### src/rtl/kmio_pkg.sv
// kmio_pkg: shared types, function codes and the key table for the
// keyboard matrix I/O port block. No dependencies.
package kmio_pkg;

  localparam int NUM_ROWS        = 8;
  localparam int ROW_IDX_W       = $clog2(NUM_ROWS);
  localparam int NUM_MATRIX_KEYS = 41;
  localparam int JOY_W           = 5;
  localparam int JOY_IDX_W       = $clog2(JOY_W);

  // Function codes carried in tuser.
  localparam logic [1:0] FUNC_KEY   = 2'd0;
  localparam logic [1:0] FUNC_READ  = 2'd1;
  localparam logic [1:0] FUNC_WRITE = 2'd2;

  localparam logic [5:0] JOY_FIRST_CODE = 6'd41;
  localparam logic [5:0] JOY_LAST_CODE  = 6'd45;
  localparam logic [5:0] MATRIX_KEYS    = 6'd41;

  localparam logic [7:0] ROW_IDLE     = 8'hFF;
  localparam logic [7:0] BUS_IDLE     = 8'hFF;
  localparam logic [4:0] JOY_SEL_ADDR = 5'h1F;

  // Row and active-low mask for each matrix key; key zero clears a whole row.
  localparam logic [ROW_IDX_W-1:0] KEY_ROW [NUM_MATRIX_KEYS] = '{
    3'd0, 3'd3, 3'd3, 3'd3, 3'd3, 3'd3, 3'd4, 3'd4, 3'd4, 3'd4, 3'd4,
    3'd2, 3'd2, 3'd2, 3'd2, 3'd2, 3'd5, 3'd5, 3'd5, 3'd5, 3'd5,
    3'd1, 3'd1, 3'd1, 3'd1, 3'd1, 3'd6, 3'd6, 3'd6, 3'd6, 3'd6,
    3'd0, 3'd0, 3'd0, 3'd0, 3'd0, 3'd7, 3'd7, 3'd7, 3'd7, 3'd7};

  localparam logic [7:0] KEY_MASK [NUM_MATRIX_KEYS] = '{
    8'h00, 8'hFE, 8'hFD, 8'hFB, 8'hF7, 8'hEF, 8'hEF, 8'hF7, 8'hFB, 8'hFD, 8'hFE,
    8'hFE, 8'hFD, 8'hFB, 8'hF7, 8'hEF, 8'hEF, 8'hF7, 8'hFB, 8'hFD, 8'hFE,
    8'hFE, 8'hFD, 8'hFB, 8'hF7, 8'hEF, 8'hEF, 8'hF7, 8'hFB, 8'hFD, 8'hFE,
    8'hFE, 8'hFD, 8'hFB, 8'hF7, 8'hEF, 8'hEF, 8'hF7, 8'hFB, 8'hFD, 8'hFE};

  typedef struct packed {
    logic [1:0]  func;
    logic [5:0]  key_code;
    logic        pressed;
    logic [15:0] port;
    logic [7:0]  out_data;
  } kmio_item_t;

  typedef struct packed {
    logic [7:0] read_data;
    logic [2:0] border_color;
    logic       speaker;
  } kmio_result_t;

endpackage

### src/rtl/kmio_port_core.sv
// kmio_port_core: key matrix, joystick, border and speaker state with the
// single-pass update and port read logic. Depends on kmio_pkg.
module kmio_port_core
  import kmio_pkg::*;
(
  input  logic         clk,
  input  logic         rst_n,
  input  logic         step_en,
  input  kmio_item_t   item,
  output kmio_result_t result
);

  logic [7:0]           key_rows_r   [NUM_ROWS];
  logic [7:0]           key_rows_nxt [NUM_ROWS];
  logic [JOY_W-1:0]     joy_r, joy_nxt;
  logic [2:0]           border_r, border_nxt;
  logic                 speaker_r, speaker_nxt;
  logic [7:0]           rd_data;
  logic [ROW_IDX_W-1:0] row_sel;
  logic [7:0]           row_mask;
  logic [JOY_IDX_W-1:0] joy_idx;

  always_comb begin
    key_rows_nxt = key_rows_r;
    joy_nxt      = joy_r;
    border_nxt   = border_r;
    speaker_nxt  = speaker_r;
    rd_data      = BUS_IDLE;
    row_sel      = '0;
    row_mask     = ROW_IDLE;
    joy_idx      = JOY_IDX_W'(item.key_code - JOY_FIRST_CODE);
    case (item.func)
      FUNC_KEY: begin
        if (item.key_code >= JOY_FIRST_CODE && item.key_code <= JOY_LAST_CODE) begin
          joy_nxt[joy_idx] = item.pressed;
        end else if (item.key_code < MATRIX_KEYS) begin
          row_sel  = KEY_ROW[item.key_code];
          row_mask = KEY_MASK[item.key_code];
          if (item.pressed) begin
            key_rows_nxt[row_sel] = key_rows_r[row_sel] & row_mask;
          end else begin
            key_rows_nxt[row_sel] = key_rows_r[row_sel] | ~row_mask;
          end
        end
      end
      FUNC_READ: begin
        if (!item.port[0]) begin
          // half-row select: every row whose high address bit is low
          for (int r = 0; r < NUM_ROWS; r++) begin
            if (!item.port[8+r]) rd_data = rd_data & key_rows_r[r];
          end
        end else if (item.port[4:0] == JOY_SEL_ADDR) begin
          rd_data = {{(8-JOY_W){1'b0}}, joy_r};
        end
      end
      FUNC_WRITE: begin
        if (!item.port[0]) begin
          border_nxt  = item.out_data[2:0];
          speaker_nxt = item.out_data[4];
        end
      end
      default: ;
    endcase
  end

  always_ff @(posedge clk) begin
    if (!rst_n) begin
      for (int r = 0; r < NUM_ROWS; r++) key_rows_r[r] <= ROW_IDLE;
      joy_r     <= '0;
      border_r  <= '0;
      speaker_r <= 1'b1;
    end else if (step_en) begin
      key_rows_r <= key_rows_nxt;
      joy_r      <= joy_nxt;
      border_r   <= border_nxt;
      speaker_r  <= speaker_nxt;
    end
  end

  assign result.read_data    = rd_data;
  assign result.border_color = border_nxt;
  assign result.speaker      = speaker_nxt;

  // border and speaker move only on a low-bit-0 port write
  a_latch_hold: assert property (@(posedge clk) disable iff (!rst_n)
    !(step_en && item.func == FUNC_WRITE && !item.port[0])
      |=> $stable(border_r) && $stable(speaker_r))
    else $error("border/speaker changed without a port write");

  // joystick state changes only on a key event
  a_joy_hold: assert property (@(posedge clk) disable iff (!rst_n)
    !(step_en && item.func == FUNC_KEY) |=> $stable(joy_r))
    else $error("joystick bits changed without a key event");

  // a port read leaves joystick and latches alone
  a_read_hold: assert property (@(posedge clk) disable iff (!rst_n)
    step_en && item.func == FUNC_READ
      |=> $stable(joy_r) && $stable(border_r) && $stable(speaker_r))
    else $error("port read changed state");

endmodule

### src/rtl/keyboard_matrix_io_port.sv
// keyboard_matrix_io_port: top level, input beat register, result register
// and stream handshake. Depends on kmio_pkg and kmio_port_core.
//
// Emulated I/O port block of a home computer: an 8x8 active-low key
// matrix, a 5-bit joystick register, the border color latch and the
// speaker bit. Each input beat carries a function in in_tuser (key event,
// port read or port write); every beat yields exactly one result beat with
// the read byte (0xFF unless a read) and the border/speaker latches as they
// stand after that beat. Rate: one beat per clock sustained while out_tready
// is high. Each beat goes through the input register, a single pass of
// update/read logic and the result register, in that order. A stall
// on the output side holds one item in each register before in_tready
// drops. Key codes 0..40 hit the matrix by table, 41..45 are joystick
// right, left, down, up, fire; other codes do nothing.
module keyboard_matrix_io_port
  import kmio_pkg::*;
(
  input  logic        clk,
  input  logic        rst_n,
  input  logic        in_tvalid,
  output logic        in_tready,
  input  logic [31:0] in_tdata,   // key_code[5:0], pressed[6], port[22:7], out_data[30:23]
  input  logic [1:0]  in_tuser,   // func
  output logic        out_tvalid,
  input  logic        out_tready,
  output logic [15:0] out_tdata   // read_data[7:0], border_color[10:8], speaker[11]
);

  logic         s1_valid_r;
  kmio_item_t   s1_item_r;
  logic         out_valid_r;
  kmio_result_t out_res_r;
  kmio_result_t core_res;
  logic         s1_adv;
  logic         in_beat;
  kmio_item_t   in_item;

  // unpack the input beat
  assign in_item.func     = in_tuser;
  assign in_item.key_code = in_tdata[5:0];
  assign in_item.pressed  = in_tdata[6];
  assign in_item.port     = in_tdata[22:7];
  assign in_item.out_data = in_tdata[30:23];

  // stage 1 moves into the result register when that is empty or draining
  assign s1_adv    = s1_valid_r && (!out_valid_r || out_tready);
  assign in_tready = !s1_valid_r || s1_adv;
  assign in_beat   = in_tvalid && in_tready;

  always_ff @(posedge clk) begin
    if (!rst_n) begin
      s1_valid_r  <= 1'b0;
      out_valid_r <= 1'b0;
    end else begin
      s1_valid_r  <= in_beat || (s1_valid_r && !s1_adv);
      out_valid_r <= s1_adv || (out_valid_r && !out_tready);
    end
  end

  always_ff @(posedge clk) begin
    if (in_beat) s1_item_r <= in_item;
    if (s1_adv)  out_res_r <= core_res;
  end

  // state is committed at the same edge the result is captured
  kmio_port_core u_core (
    .clk     (clk),
    .rst_n   (rst_n),
    .step_en (s1_adv),
    .item    (s1_item_r),
    .result  (core_res)
  );

  assign out_tvalid = out_valid_r;
  assign out_tdata  = {4'b0000, out_res_r.speaker, out_res_r.border_color,
                       out_res_r.read_data};

  // every item leaving stage 1 lands in the result register
  a_adv_to_out: assert property (@(posedge clk) disable iff (!rst_n)
    s1_adv |=> out_valid_r)
    else $error("advanced item lost before result register");

  // only reads return anything other than the idle byte
  a_idle_byte: assert property (@(posedge clk) disable iff (!rst_n)
    s1_adv && s1_item_r.func != FUNC_READ |=> out_res_r.read_data == BUS_IDLE)
    else $error("non-read beat returned data");

  // an empty input register always takes a beat
  a_ready_empty: assert property (@(posedge clk) disable iff (!rst_n)
    !s1_valid_r |-> in_tready)
    else $error("input stalled with empty stage");

  // a full pipe under stall must back-pressure
  a_backpressure: assert property (@(posedge clk) disable iff (!rst_n)
    s1_valid_r && out_valid_r && !out_tready |-> !in_tready)
    else $error("input accepted while both stages stalled");

endmodule

### config.mk
export PLATFORM = sky130hd
export DESIGN_NAME = keyboard_matrix_io_port
export DESIGN_NICKNAME = d
export VERILOG_FILES = /design/src/rtl/kmio_pkg.sv /design/src/rtl/kmio_port_core.sv /design/src/rtl/keyboard_matrix_io_port.sv
export SDC_FILE = /design/constraint.sdc
export NUM_CORES = 1
export LEC_CHECK = 0
export BUFFER_PORTS_ARGS = -buffer_cell sky130_fd_sc_hd__buf_2
export CAP_MARGIN = 10
export CORE_MARGIN = 3
export CORE_UTILIZATION = 40
export CTS_CLUSTER_DIAMETER = 100
export DETAILED_ROUTE_END_ITERATION = 10
export PLACE_DENSITY = 0.59
export RECOVER_POWER = 25
export SYNTH_ARGS = -nofsm -noshare
export SYNTH_HDL_FRONTEND = slang
export SYNTH_HIERARCHICAL = 1
export SYNTH_SLANG_ARGS = --single-unit
### constraint.sdc
create_clock -name clk -period 9 [get_ports clk]
set_input_delay 0.45 -clock clk [delete_from_list [all_inputs] [get_ports clk]]
set_output_delay 0.45 -clock clk [all_outputs]
set_load 0.005 [all_outputs]
==> results of run 1 <==
==> power breakdown <==
part,leakage (nW),switching (mW),total [mW],internal (mW)
clock network,0.275,0.243,0.677,0.434
logic,1.24,0.0836,0.128,0.0445
registers,0.959,0.0195,0.559,0.539
==> flip-flops by register name (all words and copies together), names as in the netlist <==
signal             flops
s1_valid_r             1
u_core/key_rows_r     64
u_core/speaker_r       1
s1_item_r             26
out_tvalid             1
u_core/joy_r           5
out_tdata             12
u_core/border_r        3
==> layer usage <==
metal | global-route usage, % | vias up | share of wire [%]
li1 | - | 2370 | -
met1 | 31.8 | 2455 | 47
met2 | 32.4 | 228 | 43
met3 | 5.81 | 33 | 8.0
met4 | 9.21 | 0 | 2.3
met5 | 0 | - | 0
==> placed cells by master, fill, tap and decap left out, types with 10 or more instances in the layout <==
cell and instances:
dfxtp_1 75, a21oi_1 56, nand2_1 51, nor2_1 48
buf_2 43, edfxtp_1 38, o21ai_0 31, o22ai_1 22
mux2i_1 21, nor3b_1 20, clkbuf_16 17, nand3_1 12
o211ai_1 12, nor3_1 10, o21ai_1 10
==> path summary, 6_finish.rpt <==
path,to
min,s1_item_r[32]$_DFFE_PP_
min reg2reg,u_core/key_rows_r[15]$_SDFFE_PN1P_
max reg2reg,u_core/key_rows_r[2]$_SDFFE_PN1P_
max,u_core/key_rows_r[2]$_SDFFE_PN1P_
==> cell type report <==
class	count	area, um2
inverter	9	33.8
timing repair buffer	50	260
sequential	113	2640
multi-input combinational	453	2960
clock inverter	13	163
fill	1376	7380
clock buffer	19	433
tap	180	225
==> critical path, stage by stage, from the launching register on <==
cell and delay [ps]:
edfxtp_1 530, inv_1 190, ha_1 430, o21bai_1 130
a22oi_1 650, nand2_1 590, nand2_1 210, a21oi_1 120
o41ai_4 580, o211ai_1 170
==> stage by stage <==
step,cell area (um2),instances
2_1_floorplan,5860,617
3_3_place_gp,6130,805
3_5_place_dp,6130,805
4_1_cts,6730,837
5_1_grt,6720,837
6_report,6720,837
==> qor.yml, run 1 <==
worst_hold_path:
  hold_class: "input port to register"
  min_from: "in_tuser[1]"
  hold_depth: 1
setup_path:
  rr_worst_depth: 9
  critical_path.startpoint: "s1_item_r[26]$_DFFE_PP_"
  timing.rr.start: "s1_item_r[26]$_DFFE_PP_"
  worst_setup_path_start_kind: "register"
  path_class: "register to register"
  rrSetupSlack_ps: 5150
  arrival_ps: 4010
  cp.required_ps: 9160
  crit_fanout: 15
  endpoint_kind: "register"
finish:
  final_nets: 690
  drive_gt1_share_pct: 16.1
  post-route-util_pct: 47.7
  syn2layout_area_growth_pct: 14.9
  diodes: 0
global_route:
  antenna_found_initial: 0
  grt_pass1_wl_mm: 27.8
  grt_start_max_net_pins: 67
  track_usage_pct: 22.4
  grt_overflow: 0
  grt_pass1_vias: 4883
detailed_routing:
  vias: 5086
  routed_via_density: 6.08
  wirelength_mm: 17.6
  dr.pass1.iters: 5
  drc: 0
  wire_per_inst_um: 21.1
  final_antenna_net_count: 0
  drt_iter0_drc: 668
die:
  fp.dieW_um: 127
  core_mm2: 0.0141
  dieArea_mm2: 0.0161
  ios: 56
  fp.dieH_um: 127
  initial_core_util_pct: 41.5
  num_rows: 43
clock_network:
  clkTransAtPathRegs_ps: 60
  clk_latency_ps: 420
  cts_setup_buffers: 0
  numCtsBuffers: 17
  cts_buffer_depth: 2
  root_buffer: "clkbuf_16"
  cts.sinks: 113
  h-tree-depth: 4
  ctsHoldBuffers: 0
  cts-resized-gates: 0
  cts_tree: "built"
sta:
  min_period_ps: 3850
  rsz0062_at_grt: "false"
  fin_setup_tns_ps: 0
  hold_ws_ps: 198
  tightest_slew_ps: 2750
  maxSlewHeadroom_pct: -83.3
  finalHoldViolations: 0
  drv_slew: 67
  layout_setup_ws_ps: 5150
  finalClockSkew_ps: 22.3
  max_freq_mhz: 260
  min_period_over_period_pct: 42.7
  setup_viol_count_final: 0
status:
  status: "complete, but fails checks"
  violations: "max-capacitance violations, max-slew violations"
placed_design:
  pre_cts_ws_ps: 5380
  gp_congestion: 0.941
  io_buffer_count: 43
  post-dp-hpwl_mm: 11.8
pwr:
  finalPower_mw: 1.36
  leakage_nw: 2.47
  p_per_area_mw_per_mm2: 203
  irDropWorstVdd_v: 0.000161
yosys:
  syn_inst: 614
  syn_area_mm2: 0.00585
  yosysWarningCount: 6
  syn-mean-instance-area_um2: 9.52
flow_run:
  cap_violations: 1
Note: power is estimated with default switching activity, not from simulation.
==> run 2, diff against run 1 <==
--- a/config.mk
+++ b/config.mk
@@ -5,13 +5,14 @@
 export SDC_FILE = /design/constraint.sdc
 export NUM_CORES = 1
 export LEC_CHECK = 0
+export ABC_AREA = 1
 export BUFFER_PORTS_ARGS = -buffer_cell sky130_fd_sc_hd__buf_2
 export CAP_MARGIN = 10
 export CORE_MARGIN = 3
 export CORE_UTILIZATION = 40
 export CTS_CLUSTER_DIAMETER = 100
 export DETAILED_ROUTE_END_ITERATION = 10
-export PLACE_DENSITY = 0.59
+export PLACE_DENSITY = 0.62
 export RECOVER_POWER = 25
 export SYNTH_ARGS = -nofsm -noshare
 export SYNTH_HDL_FRONTEND = slang
==> constraint.sdc (replaced) <==
create_clock -name clk -period 3.25 [get_ports clk]
set_input_delay 0.1625 -clock clk [delete_from_list [all_inputs] [get_ports clk]]
set_output_delay 0.1625 -clock clk [all_outputs]
set_load 0.005 [all_outputs]
==> qor.yml, run 2 <==
pwr:
  irDropWorstVdd_v: 0.000388  # +140%
  p_per_area_mw_per_mm2: 538  # +160%
  leakage_nw: 3.20  # +30%
global_route:
  use_met1_pct: 29.0  # -2.8 points
  grt_pass1_wl_mm: 26.5  # -5.0%
  grt_pass1_vias: 5038  # +3.2%
  track_usage_pct: 21.1  # -1.3 points
  grt_overflow: 0  # unchanged
  busiest_layer: "met2"
  use_met2_pct: 32.9  # +0.49 points
  antenna_found_initial: 0  # unchanged
  grt_util_met3_pct: 5.00  # -0.81 points
  grt_start_max_net_pins: 36  # -46%
yosys:
  syn-mean-instance-area_um2: 7.44  # -22%
  syn_area_mm2: 0.00576  # -1.5%
  syn_inst: 774  # +26%
  yosysWarningCount: 6  # unchanged
detailed_routing:
  final_antenna_net_count: 0  # unchanged
  wire_per_inst_um: 15.5  # -26%
  drc: 0  # unchanged
  drt_iter0_drc: 721  # +7.9%
  routed_via_density: 5.12  # -16%
  vias: 5363  # +5.4%
  wirelength_mm: 16.3  # -7.7%
  dr.pass1.iters: 5  # unchanged
sta:
  rsz0062_at_grt: "false"
  setup_viol_count_final: 0  # unchanged
  finalHoldViolations: 0  # unchanged
  min_period_over_period_pct: 84.4  # +42 points
  min_period_ps: 2740  # -1100 ps
  fin_setup_tns_ps: 0  # unchanged
  drv_slew: 0  # -100%
  max_freq_mhz: 364  # +40%
  finalClockSkew_ps: 11.3  # -11.0 ps
  maxSlewHeadroom_pct: 22.2  # +110 points
  tightest_slew_ps: 1170  # -1580 ps
placed_design:
  io_buffer_count: 43  # unchanged
  placed_area_mm2: 0.00617  # +0.57%
  dp_cells: 987  # +23%
  post-dp-hpwl_mm: 11.5  # -2.7%
  gp_congestion: 0.957  # +1.7%
finish:
  final_area_mm2: 0.00704  # +4.7%
  syn2layout_area_growth_pct: 22.2
  fin_cells: 1047  # +25%
  largest_reg_flops: 64  # unchanged
  diodes: 0  # unchanged
  mostFrequentLayoutCells: "nand2_1 (252), inv_1 (91), dfxtp_1 (75), a21oi_1 (74), nand3_1 (46)"
  regMostFlops: "u_core/key_rows_r"
  final_nets: 900  # +30%
  drive_gt1_share_pct: 14.5  # -1.6 points
  final_common_cell: "nand2_1"
clock_network:
  numCtsBuffers: 17  # unchanged
  cts_setup_buffers: 0  # unchanged
  clk_latency_ps: 420  # about the same
  cts_buffer_depth: 2  # unchanged
  root_buffer: "clkbuf_16"
  clkTransAtPathRegs_ps: 60  # about the same
  h-tree-depth: 4  # unchanged
  cts.sinks: 113  # unchanged
  cts-resized-gates: 0  # unchanged
  cts_tree: "built"
setup_path:
  arrival_ps: 3050  # -960 ps
  cp.required_ps: 3560  # -5600 ps
  path_cells: "inv_1 > ha_1 > nand2_4 > nand3_1 > nand3_1 > nand2_2 > nand2_1 > nor2_2 > inv_2 > a21oi_1 > nand2_1"
  crit_end: "u_core/key_rows_r[29]$_SDFFE_PN1P_"
  timing.rr.start: "s1_item_r[25]$_DFFE_PP_"
  critPathSlowestCell: "nand2_2"
  crit_cells: 11  # +2
  rrSetupSlack_ps: 510  # -4650 ps
  critical_path.startpoint: "s1_item_r[25]$_DFFE_PP_"
  max_stage_delay_ps: 440  # -210 ps
  worst_setup_path_start_kind: "register"
  crit_buf_inv: 2  # +1
  worstReg2RegEnd: "u_core/key_rows_r[29]$_SDFFE_PN1P_"
  cp_top_family: "simple AND/OR/NAND/NOR gates"
  endpoint_kind: "register"
  path_class: "register to register"
  rr_worst_depth: 11  # +2
  crit_fanout: 26  # +11
die:
  num_rows: 43  # unchanged
  fp.dieH_um: 126  # -0.73%
  ios: 56  # unchanged
  core_mm2: 0.0140  # -0.76%
  initial_core_util_pct: 41.2  # -0.32 points
  fp.dieW_um: 126  # -0.73%
  dieArea_mm2: 0.0159  # -1.5%
worst_hold_path:
  hold_class: "input port to register"
status:
  status: "finished clean"
flow_run:
  cap_violations: 0  # -1
[run 2: worst reg2reg max path, delay by kind of cell (launching register included)]
family,cells,cell delay [ps]
adder cells (fa/ha/maj),1,380
AND/OR/NAND/NOR,7,1390
buffers and inverters,2,320
AO/OA/AOI/OAI,1,180
flip-flops,1,380
[run 2: layout make-up]
cell class / instances / area (um2)
flip-flops and latches: 113 / 2640
inverters: 103 / 389
multi-input cells: 534 / 2580
fillers: 1396 / 6950
repair buffers: 85 / 599
clock inverters: 13 / 164
clock buffers: 19 / 433
well taps: 180 / 225
[run 2: layer usage]
layer,vias to the layer above,part of all wire [%],wire length (um)
met3,28,6.5,1060
met4,0,2.3,367
met2,186,46,7400
met1,2457,46,7430
met5,-,0,0
li1,2692,-,-
[run 2: worst min-delay path by stage]
stage                             from                            endpoint  slack [ps]  cells after the start
after floorplan           in_tdata[23]              s1_item_r[0]$_DFFE_PP_         260                      0
after global placement    in_tdata[23]              s1_item_r[0]$_DFFE_PP_         340                      1
after detailed placement   in_tdata[9]             s1_item_r[10]$_DFFE_PP_         340                      1
after CTS                        rst_n  u_core/key_rows_r[47]$_SDFFE_PN1P_         100                      2
after global routing             rst_n  u_core/key_rows_r[22]$_SDFFE_PN1P_         130                      2
final                            rst_n  u_core/key_rows_r[45]$_SDFFE_PN1P_         110                      2
[run 2: what timing repair did]
| action | 4_1_cts | 5_1_grt |
|---|---|---|
| hold buffers | 28 | 0 |
| endpoints found under the setup margin | 0 | 0 |
| hold endpoints to repair | 28 | 0 |
[run 2: report_power, final]
part	internal [mW]	switching [mW]
clock network	1.20	0.676
registers	1.50	0.0352
logic	0.122	0.248
total	2.83	0.959
[run 2: through the flow]
| stage | util, % | hold WS (ps) | power, mW | setup slack, ps |
|---|---|---|---|---|
| detailed placement | 44.1 | 341 | 1.90 | 559 |
| floorplan | - | 261 | 1.78 | 726 |
| global placement | 44.1 | 339 | 1.90 | 593 |
| finish | 50.3 | 113 | 3.79 | 506 |
| global route | 50.3 | 126 | 3.92 | 230 |
| CTS | 50.3 | 101 | 3.80 | 520 |
==> run 3, diff against run 2 <==
==> constraint.sdc (replaced) <==
create_clock -name clk -period 2.3 [get_ports clk]
set_input_delay 0.115 -clock clk [delete_from_list [all_inputs] [get_ports clk]]
set_output_delay 0.115 -clock clk [all_outputs]
set_load 0.005 [all_outputs]
==> qor.yml, run 3 (same netlist as run 2, synthesis figures left out) <==
finish:
  final_common_cell: "nand2_1"
  diodes: 0  # unchanged
  largest_reg_flops: 64  # unchanged
  post-route-util_pct: 54.1  # +3.8 points
  regMostFlops: "u_core/key_rows_r"
  final_nets: 939  # +4.3%
  mostFrequentLayoutCells: "nand2_1 (237), inv_1 (83), dfxtp_1 (75), a21oi_1 (71)"
  drive_gt1_share_pct: 22.6  # +8.1 points
  syn2layout_area_growth_pct: 31.5
  num-fill-cells: 1321  # -5.4%
  final_area_mm2: 0.00757  # +7.6%
placed_design:
  io_buffer_count: 43  # unchanged
  gp_congestion: 0.953  # -0.45%
  post-dp-hpwl_mm: 12.1  # +5.7%
  placed_area_mm2: 0.00638  # +3.4%
  pre_cts_ws_ps: -67.7  # -627 ps
setup_path:
  arrival_ps: 2490  # -560 ps
  rrSetupSlack_ps: 120  # -390 ps
  path_cells: "inv_2 > ha_4 > inv_2 > ha_4 > nor2_1 > inv_1 > nand3_2 > inv_2 > nor2_4 > nand2_8 > inv_4 > nand2_1 > nand3_4 > o21bai_4 > nand2_1 > nand2_1"
  cp.required_ps: 2610  # -950 ps
  worst_setup_path_start_kind: "register"
  path_class: "register to register"
  cp_top_family: "simple AND/OR/NAND/NOR gates"
  crit_fanout: 8  # -69%
  crit_buf_inv: 5  # +3
  max_stage_delay_ps: 410  # -30 ps
  endpoint_kind: "register"
  critPathSlowestCell: "edfxtp_1"
die:
  ios: 56  # unchanged
  fp.dieH_um: 126  # unchanged
  core_mm2: 0.0140  # unchanged
  dieArea_mm2: 0.0159  # unchanged
  fp.dieW_um: 126  # unchanged
  initial_core_util_pct: 41.2  # unchanged
  num_rows: 43  # unchanged
clock_network:
  cts_tree: "built"
  clkTransAtPathRegs_ps: 60  # about the same
  clk_latency_ps: 420  # about the same
  cts.sinks: 113  # unchanged
  root_buffer: "clkbuf_16"
  numCtsBuffers: 17  # unchanged
  cts_buffer_depth: 2  # unchanged
  h-tree-depth: 4  # unchanged
sta:
  maxSlewHeadroom_pct: 60.6  # +38 points
  drv_slew: 0  # unchanged
  min_period_over_period_pct: 94.9  # +10 points
  tightest_slew_ps: 590  # -575 ps
  min_period_ps: 2180  # -561 ps
  layout_setup_ws_ps: 118  # -389 ps
  max_freq_mhz: 458  # +26%
  finalHoldViolations: 0  # unchanged
  setup_viol_count_final: 0  # unchanged
  finalClockSkew_ps: 10.3  # -1.02 ps
  rsz0062_at_grt: "true"
pwr:
  irDropWorstVdd_v: 0.000508  # +31%
  p_per_area_mw_per_mm2: 729  # +36%
  leakage_nw: 3.44  # +7.2%
  finalPower_mw: 5.52  # +46%
detailed_routing:
  routed_via_density: 5.17  # +0.99%
  final_antenna_net_count: 0  # unchanged
  dr.pass1.iters: 5  # unchanged
  drt_iter0_drc: 550  # -24%
  vias: 5618  # +4.8%
  wirelength_mm: 17.6  # +8.1%
  wire_per_inst_um: 16.2  # +4.2%
  drc: 0  # unchanged
worst_hold_path:
  hold_class: "input port to register"
global_route:
  antenna_found_initial: 0  # unchanged
  grt_pass1_wl_mm: 27.6  # +4.4%
  track_usage_pct: 22.1  # +0.93 points
  grt_pass1_vias: 5284  # +4.9%
  grt_overflow: 0  # unchanged
  grt_start_max_net_pins: 55  # +53%
status:
  status: "finished clean"
flow_run:
  cap_violations: 0  # unchanged
-- run 3: cell type report --
cell class / instances / area [um2] / share of cell area (%)
tap: 180 / 225 / 2.97
multi-input combinational: 535 / 2780 / 36.7
clock inverter: 12 / 160 / 2.12
sequential: 113 / 2640 / 34.9
inverter: 103 / 398 / 5.26
clock buffer: 20 / 447 / 5.90
timing repair buffer: 123 / 923 / 12.2
-- run 3: power breakdown --
group / internal [mW] / switching, mW / leakage (nW)
sequential: 2.12 / 0.0472 / 0.961
clock: 1.73 / 0.960 / 0.283
combinational: 0.252 / 0.408 / 2.19
total: 4.11 / 1.42 / 3.44
-- run 3: worst paths after layout --
path	to	cells after the start	start
worst min-delay path	u_core/key_rows_r[47]$_SDFFE_PN1P_	2	rst_n
worst min register to register	u_core/key_rows_r[23]$_SDFFE_PN1P_	2	u_core/key_rows_r[23]$_SDFFE_PN1P_
worst max-delay path	u_core/key_rows_r[28]$_SDFFE_PN1P_	16	s1_item_r[26]$_DFFE_PP_
worst max register to register	u_core/key_rows_r[28]$_SDFFE_PN1P_	16	s1_item_r[26]$_DFFE_PP_
-- run 3: worst reg2reg max path, delay by kind of cell, from the launching register on --
kind,cells,cell delay [ps]
AND/OR/NAND/NOR,8,870
buffers and inverters,5,380
adder cells (fa/ha/maj),2,300
flip-flops,1,410
AO/OA/AOI/OAI,1,130
-- run 3: metrics by stage --
step           instances  TNS [ps]  hold WS (ps)
6_report            1086         0          71.6
5_1_grt             1086      -752          79.2
4_1_cts             1075         0          49.4
3_5_place_dp        1013      -946           293
3_3_place_gp        1013      -102           292
2_1_floorplan        777         0           214
-- run 3: per-layer routing --
| metal | part of all wire, % | vias to the layer above | track usage, % |
|---|---|---|---|
| met5 | 0 | - | 0 |
| met4 | 1.3 | 0 | 6.37 |
| met3 | 7.0 | 21 | 5.43 |
| met2 | 47 | 193 | 35.4 |
| met1 | 44 | 2629 | 29.8 |
| li1 | - | 2775 | - |
-- run 3: what timing repair did --
| item | CTS | global route |
|---|---|---|
| hold buffers | 29 | 0 |
| setup endpoints to repair | 44 | 49 |
| hold endpoints to repair | 28 | 0 |
| resized for setup | 9 | 51 |
| pin swaps | 2 | 26 |
| setup buffers | 1 | 9 |
| gates cloned | 0 | 2 |
